<file path="src/sv/s384_pkg.sv">
package s384_pkg;

    localparam int NumRounds = 80;

    typedef logic [63:0] word_t;

    // One queued beat: message bytes already cut to the valid count.
    typedef struct packed {
        logic [63:0] data;
        logic [3:0]  nbytes;
        logic        last;
    } beat_t;

    typedef enum logic [2:0] {
        ST_FILL,
        ST_PAD,
        ST_ROUND,
        ST_ADD,
        ST_OUT
    } core_state_t;

    localparam word_t IV [8] = '{
        64'hcbbb9d5dc1059ed8, 64'h629a292a367cd507, 64'h9159015a3070dd17,
        64'h152fecd8f70e5939, 64'h67332667ffc00b31, 64'h8eb44a8768581511,
        64'hdb0c2e0d64f98fa7, 64'h47b5481dbefa4fa4
    };

    localparam word_t K [80] = '{
        64'h428a2f98d728ae22,64'h7137449123ef65cd,64'hb5c0fbcfec4d3b2f,64'he9b5dba58189dbbc,
        64'h3956c25bf348b538,64'h59f111f1b605d019,64'h923f82a4af194f9b,64'hab1c5ed5da6d8118,
        64'hd807aa98a3030242,64'h12835b0145706fbe,64'h243185be4ee4b28c,64'h550c7dc3d5ffb4e2,
        64'h72be5d74f27b896f,64'h80deb1fe3b1696b1,64'h9bdc06a725c71235,64'hc19bf174cf692694,
        64'he49b69c19ef14ad2,64'hefbe4786384f25e3,64'h0fc19dc68b8cd5b5,64'h240ca1cc77ac9c65,
        64'h2de92c6f592b0275,64'h4a7484aa6ea6e483,64'h5cb0a9dcbd41fbd4,64'h76f988da831153b5,
        64'h983e5152ee66dfab,64'ha831c66d2db43210,64'hb00327c898fb213f,64'hbf597fc7beef0ee4,
        64'hc6e00bf33da88fc2,64'hd5a79147930aa725,64'h06ca6351e003826f,64'h142929670a0e6e70,
        64'h27b70a8546d22ffc,64'h2e1b21385c26c926,64'h4d2c6dfc5ac42aed,64'h53380d139d95b3df,
        64'h650a73548baf63de,64'h766a0abb3c77b2a8,64'h81c2c92e47edaee6,64'h92722c851482353b,
        64'ha2bfe8a14cf10364,64'ha81a664bbc423001,64'hc24b8b70d0f89791,64'hc76c51a30654be30,
        64'hd192e819d6ef5218,64'hd69906245565a910,64'hf40e35855771202a,64'h106aa07032bbd1b8,
        64'h19a4c116b8d2d0c8,64'h1e376c085141ab53,64'h2748774cdf8eeb99,64'h34b0bcb5e19b48a8,
        64'h391c0cb3c5c95a63,64'h4ed8aa4ae3418acb,64'h5b9cca4f7763e373,64'h682e6ff3d6b2b8a3,
        64'h748f82ee5defb2fc,64'h78a5636f43172f60,64'h84c87814a1f0ab72,64'h8cc702081a6439ec,
        64'h90befffa23631e28,64'ha4506cebde82bde9,64'hbef9a3f7b2c67915,64'hc67178f2e372532b,
        64'hca273eceea26619c,64'hd186b8c721c0c207,64'heada7dd6cde0eb1e,64'hf57d4f7fee6ed178,
        64'h06f067aa72176fba,64'h0a637dc5a2c898a6,64'h113f9804bef90dae,64'h1b710b35131c471b,
        64'h28db77f523047d84,64'h32caab7b40c72493,64'h3c9ebe0a15c9bebc,64'h431d67c49c100d4c,
        64'h4cc5d4becb3e42b6,64'h597f299cfc657e2a,64'h5fcb6fab3ad6faec,64'h6c44198c4a475817
    };

endpackage

</file>
<file path="src/sv/s384_front.sv">
module s384_front
    import s384_pkg::*;
(
    input  logic        clk,
    input  logic        rst_n,
    input  logic        valid,
    output logic        ready,
    input  logic [63:0] message_word,
    input  logic [3:0]  valid_bytes,
    input  logic        last_word,
    output logic        q_valid,
    input  logic        q_ready,
    output beat_t       q_beat
);

    // Two-entry queue; clamps the byte count and zeroes unused bytes.
    beat_t      mem_reg [2];
    logic       wptr_reg, rptr_reg;
    logic [1:0] cnt_reg;
    beat_t      clean;
    logic [3:0] n;
    logic       push, pop;

    always_comb
    begin
        n = (valid_bytes > 4'd8) ? 4'd8 : valid_bytes;
        clean.nbytes = n;
        clean.last   = last_word;
        for (int i = 0; i < 8; i++)
        begin
            clean.data[63-8*i -: 8] = (i < int'(n)) ? message_word[63-8*i -: 8] : 8'h00;
        end
    end

    assign ready   = (cnt_reg != 2'd2);
    assign push    = valid && ready;
    assign q_valid = (cnt_reg != 2'd0);
    assign pop     = q_valid && q_ready;
    assign q_beat  = mem_reg[rptr_reg];

    always_ff @(posedge clk)
    begin
        if (push)
        begin
            mem_reg[wptr_reg] <= clean;
        end
    end

    always_ff @(posedge clk or negedge rst_n)
    begin
        if (!rst_n)
        begin
            wptr_reg <= 1'b0;
            rptr_reg <= 1'b0;
            cnt_reg  <= 2'd0;
        end
        else
        begin
            if (push)
            begin
                wptr_reg <= ~wptr_reg;
            end
            if (pop)
            begin
                rptr_reg <= ~rptr_reg;
            end
            cnt_reg <= cnt_reg + {1'b0, push} - {1'b0, pop};
        end
    end

endmodule

</file>
<file path="config.mk">
export PLATFORM = sky130hd
export DESIGN_NAME = s384_front
export DESIGN_NICKNAME = d
export VERILOG_FILES = /design/src/sv/s384_pkg.sv /design/src/sv/s384_front.sv
export SDC_FILE = /design/constraint.sdc
export NUM_CORES = 1
export LEC_CHECK = 0
export ABC_AREA = 0
export BUFFER_PORTS_ARGS = -buffer_cell sky130_fd_sc_hd__buf_4
export CAP_MARGIN = 20
export CORE_UTILIZATION = 49
export CTS_BUF_LIST = sky130_fd_sc_hd__clkbuf_8
export DETAILED_ROUTE_END_ITERATION = 12
export PLACE_DENSITY = 0.88
export RECOVER_POWER = 100
export SYNTH_ARGS = -nofsm -noshare
export SYNTH_HDL_FRONTEND = slang
export SYNTH_SLANG_ARGS = --single-unit
</file>
<file path="constraint.sdc">
create_clock -name clk -period 3.6 [get_ports clk]
set_input_delay 0.54 -clock clk [delete_from_list [all_inputs] [get_ports clk]]
set_output_delay 0.54 -clock clk [all_outputs]
set_load 0.02 [all_outputs]
</file>
==> qor.yml <==
outcome:
  status: "finished, violations left"
  violations: "max-capacitance violations, max-slew violations"
logic_synthesis:
  synth-compound-area-share: 0.00575
  synth_xor_area_frac: 0.00619
  netlist_area_um2: 5660
  synth_top_family_by_area: "multiplexers"
  synthSimpleGateAreaFrac: 0.0852
  synth_cell_type_count: 23
  syn-num-nets: 386
  synthCells: 311
  synthAdderAreaFrac: 0.00442
  syn_avg_cell_area_um2: 18.2
  ys_seq_area_frac: 0.750
  synth-seq-cells: 142
  synth.mux.area_fraction: 0.137
  yosys_warnings: 0
worst_setup_path:
  crit_type: "register to output pin"
  start_kind: "register"
  max_stage_delay_ps: 700
  crit_buf_inv: 2
  cp_max_fo: 37
  crit_arrival_ps: 2110
  path_delay_family: "buffers and inverters"
  critical_path.cell_chain: "clkbuf_2 > mux2_2 > clkbuf_1"
  cp-end-kind: "output pin"
  required_ps: 3060
  cpMaxStageDelayCell: "clkbuf_2"
run:
  cap_viol_max_count: 2
cts:
  cts_setup_buffers: 0
  cts_sinks: 142
  hold_buffers: 1
  clkLatencyLatePin_ps: 420
  cts-root-buf: "clkbuf_8"
  cts_resized: 0
  clk_pin_slew_ps: 80
  htreeDepth: 4
  cts-buffers-inserted: 17
  cts_tree: "built"
  cts_buffer_depth: 2
worst_hold_path:
  hold_class: "input pin to register"
route:
  routed_via_density: 5.05
  wl_um: 10500
  postRouteAntennaNets: 0
  dr.pass1.iters: 4
  drc: 0
  drtIter0Drc: 109
  route.vias.total: 3126
  routedWlPerCell_um: 16.9
layout:
  drive_gt1_frac: 0.359
  nets: 541
  largest_register_ff_count: 138
  antenna_cells: 0
  final_area_um2: 7060
  areaGrowthSynthToFinish_pct: 24.9
grt:
  antenna_found_initial: 0
  grt_pass1_vias: 3237
  grt_max_degree: 70
  grt_pass1_wl_um: 15900
  grt-ovfl-total: 0
  grt_use_total: 0.184
floorplanning:
  row_count: 38
  die_h_um: 109
  die_x_um: 109
  die_area_um2: 12000
  coreArea_um2: 11000
  initial_core_util: 0.513
  ios: 144
sta:
  finalCriticalPeriod_ps: 2650
  rsz0062_at_grt: "no"
  finalHoldViolCount: 0
  max_freq_ghz: 0.378
  timing.final.crit_share: 0.735
  worst_pin_slew_ps: 1640
  fin_setup_tns_ps: 0
  setup_violations: 0
  slew_viol_final: 99
  fin_skew_ps: 8.55
  relSlewSlack: -0.0951
placed_design:
  port-buffer-count: 143
  place_area_um2: 6890
  dp_hpwl_um: 6950
  place_congestion: 0.715
power_and_ir_drop:
  vdd_drop_max_v: 0.000394
  power.density_nw_per_um2: 800
  p_leak_nw: 2.53
## cell families after synthesis
group | Yosys count
multiplexers | 69
AO/OA/AOI/OAI | 4
adder cells (fa/ha/maj) | 2
AND/OR/NAND/NOR | 77
flip-flops | 142
buffers and inverters | 13
XOR/XNOR | 4
## worst paths after layout
kind,from,end,slack [ps],cells after the start
min in group asynchronous,rst_n,cnt_reg[0],480,2
setup reg to reg,cnt_reg[1],mem_reg[0][48],1200,4
hold reg to reg,cnt_reg[1],cnt_reg[1],500,1
setup / recovery,rptr_reg,q_beat[68],950,3
max in group asynchronous,rst_n,rptr_reg,2910,2
hold / removal,last_word,mem_reg[1][0],350,1
## layer usage
layer	up-vias	part of all wire	track usage
met5	-	0	0
met4	0	0.015	0.0819
met3	11	0.051	0.0504
met2	96	0.54	0.330
met1	1546	0.40	0.205
li1	1473	-	-
## layout by cell type (no fill, tap or decap), types with 2 or more instances in the layout
cell       instances
bufinv_16          6
clkbuf_8          17
clkbuf_2           3
buf_4             75
nor3_1             2
ha_1               2
nor2_1             2
edfxtp_1         138
dfrtp_1            3
clkbuf_1          69
nor2b_1           59
clkinv_1           5
xnor2_1            3
mux2_2            65
a21oi_1            2
mux2_1             4
and2_0             9
inv_1              2
## synth_stat cells
cell / count / area share
edfxtp_1: 138 / 0.73
mux2_2: 69 / 0.14
nor2b_1: 59 / 0.065
and2_1: 9 / 0.010
buf_2: 8 / 0.0071
dfrtp_1: 4 / 0.018
clkbuf_1: 3 / 0.0020
xnor2_1: 3 / 0.0046
ha_1: 2 / 0.0044
nor2_1: 2 / 0.0013
nor3_2: 2 / 0.0035
a211oi_2: 1 / 0.0022
a21oi_1: 1 / 0.00088
a21oi_2: 1 / 0.0015
a31oi_1: 1 / 0.0011
and3_1: 1 / 0.0011
clkbuf_2: 1 / 0.00088
inv_1: 1 / 0.00066
nand2_1: 1 / 0.00066
nand2b_1: 1 / 0.0011
or2_1: 1 / 0.0011
or2_2: 1 / 0.0011
xor2_1: 1 / 0.0015
## worst register-to-register path: cells and delay by family (launching register included)
kind	cells	cell delay (ps)
AND/OR/NAND/NOR	3	410
buffers and inverters	1	1180
flip-flops	1	410
## layout make-up
| type | instances | area (um2) |
|---|---|---|
| flip-flops and latches | 142 | 4250 |
| fillers | 868 | 3970 |
| multi-input cells | 156 | 1330 |
| repair buffers | 148 | 847 |
| clock buffers | 17 | 234 |
| clock inverters | 15 | 224 |
| well taps | 140 | 175 |
| inverters | 1 | 3.75 |
## power by group
group,internal [mW],total [mW],switching (mW)
logic,0.655,1.81,1.16
clock network,0.882,1.45,0.566
registers,2.30,2.39,0.0927
## metrics by stage
stage          utilization  hold WS (ps)  power (mW)  std cells  worst slack, ps
5_1_grt              0.640           316        5.91        619              801
3_5_place_dp         0.625           339        4.56        586             1710
6_report             0.640           354        5.65        619              953
2_1_floorplan            -           244        3.73        311              617
3_3_place_gp         0.625           338        4.50        586             1730
4_1_cts              0.667           281        6.01        619             1240
Note: power is estimated with default switching activity, not from simulation.
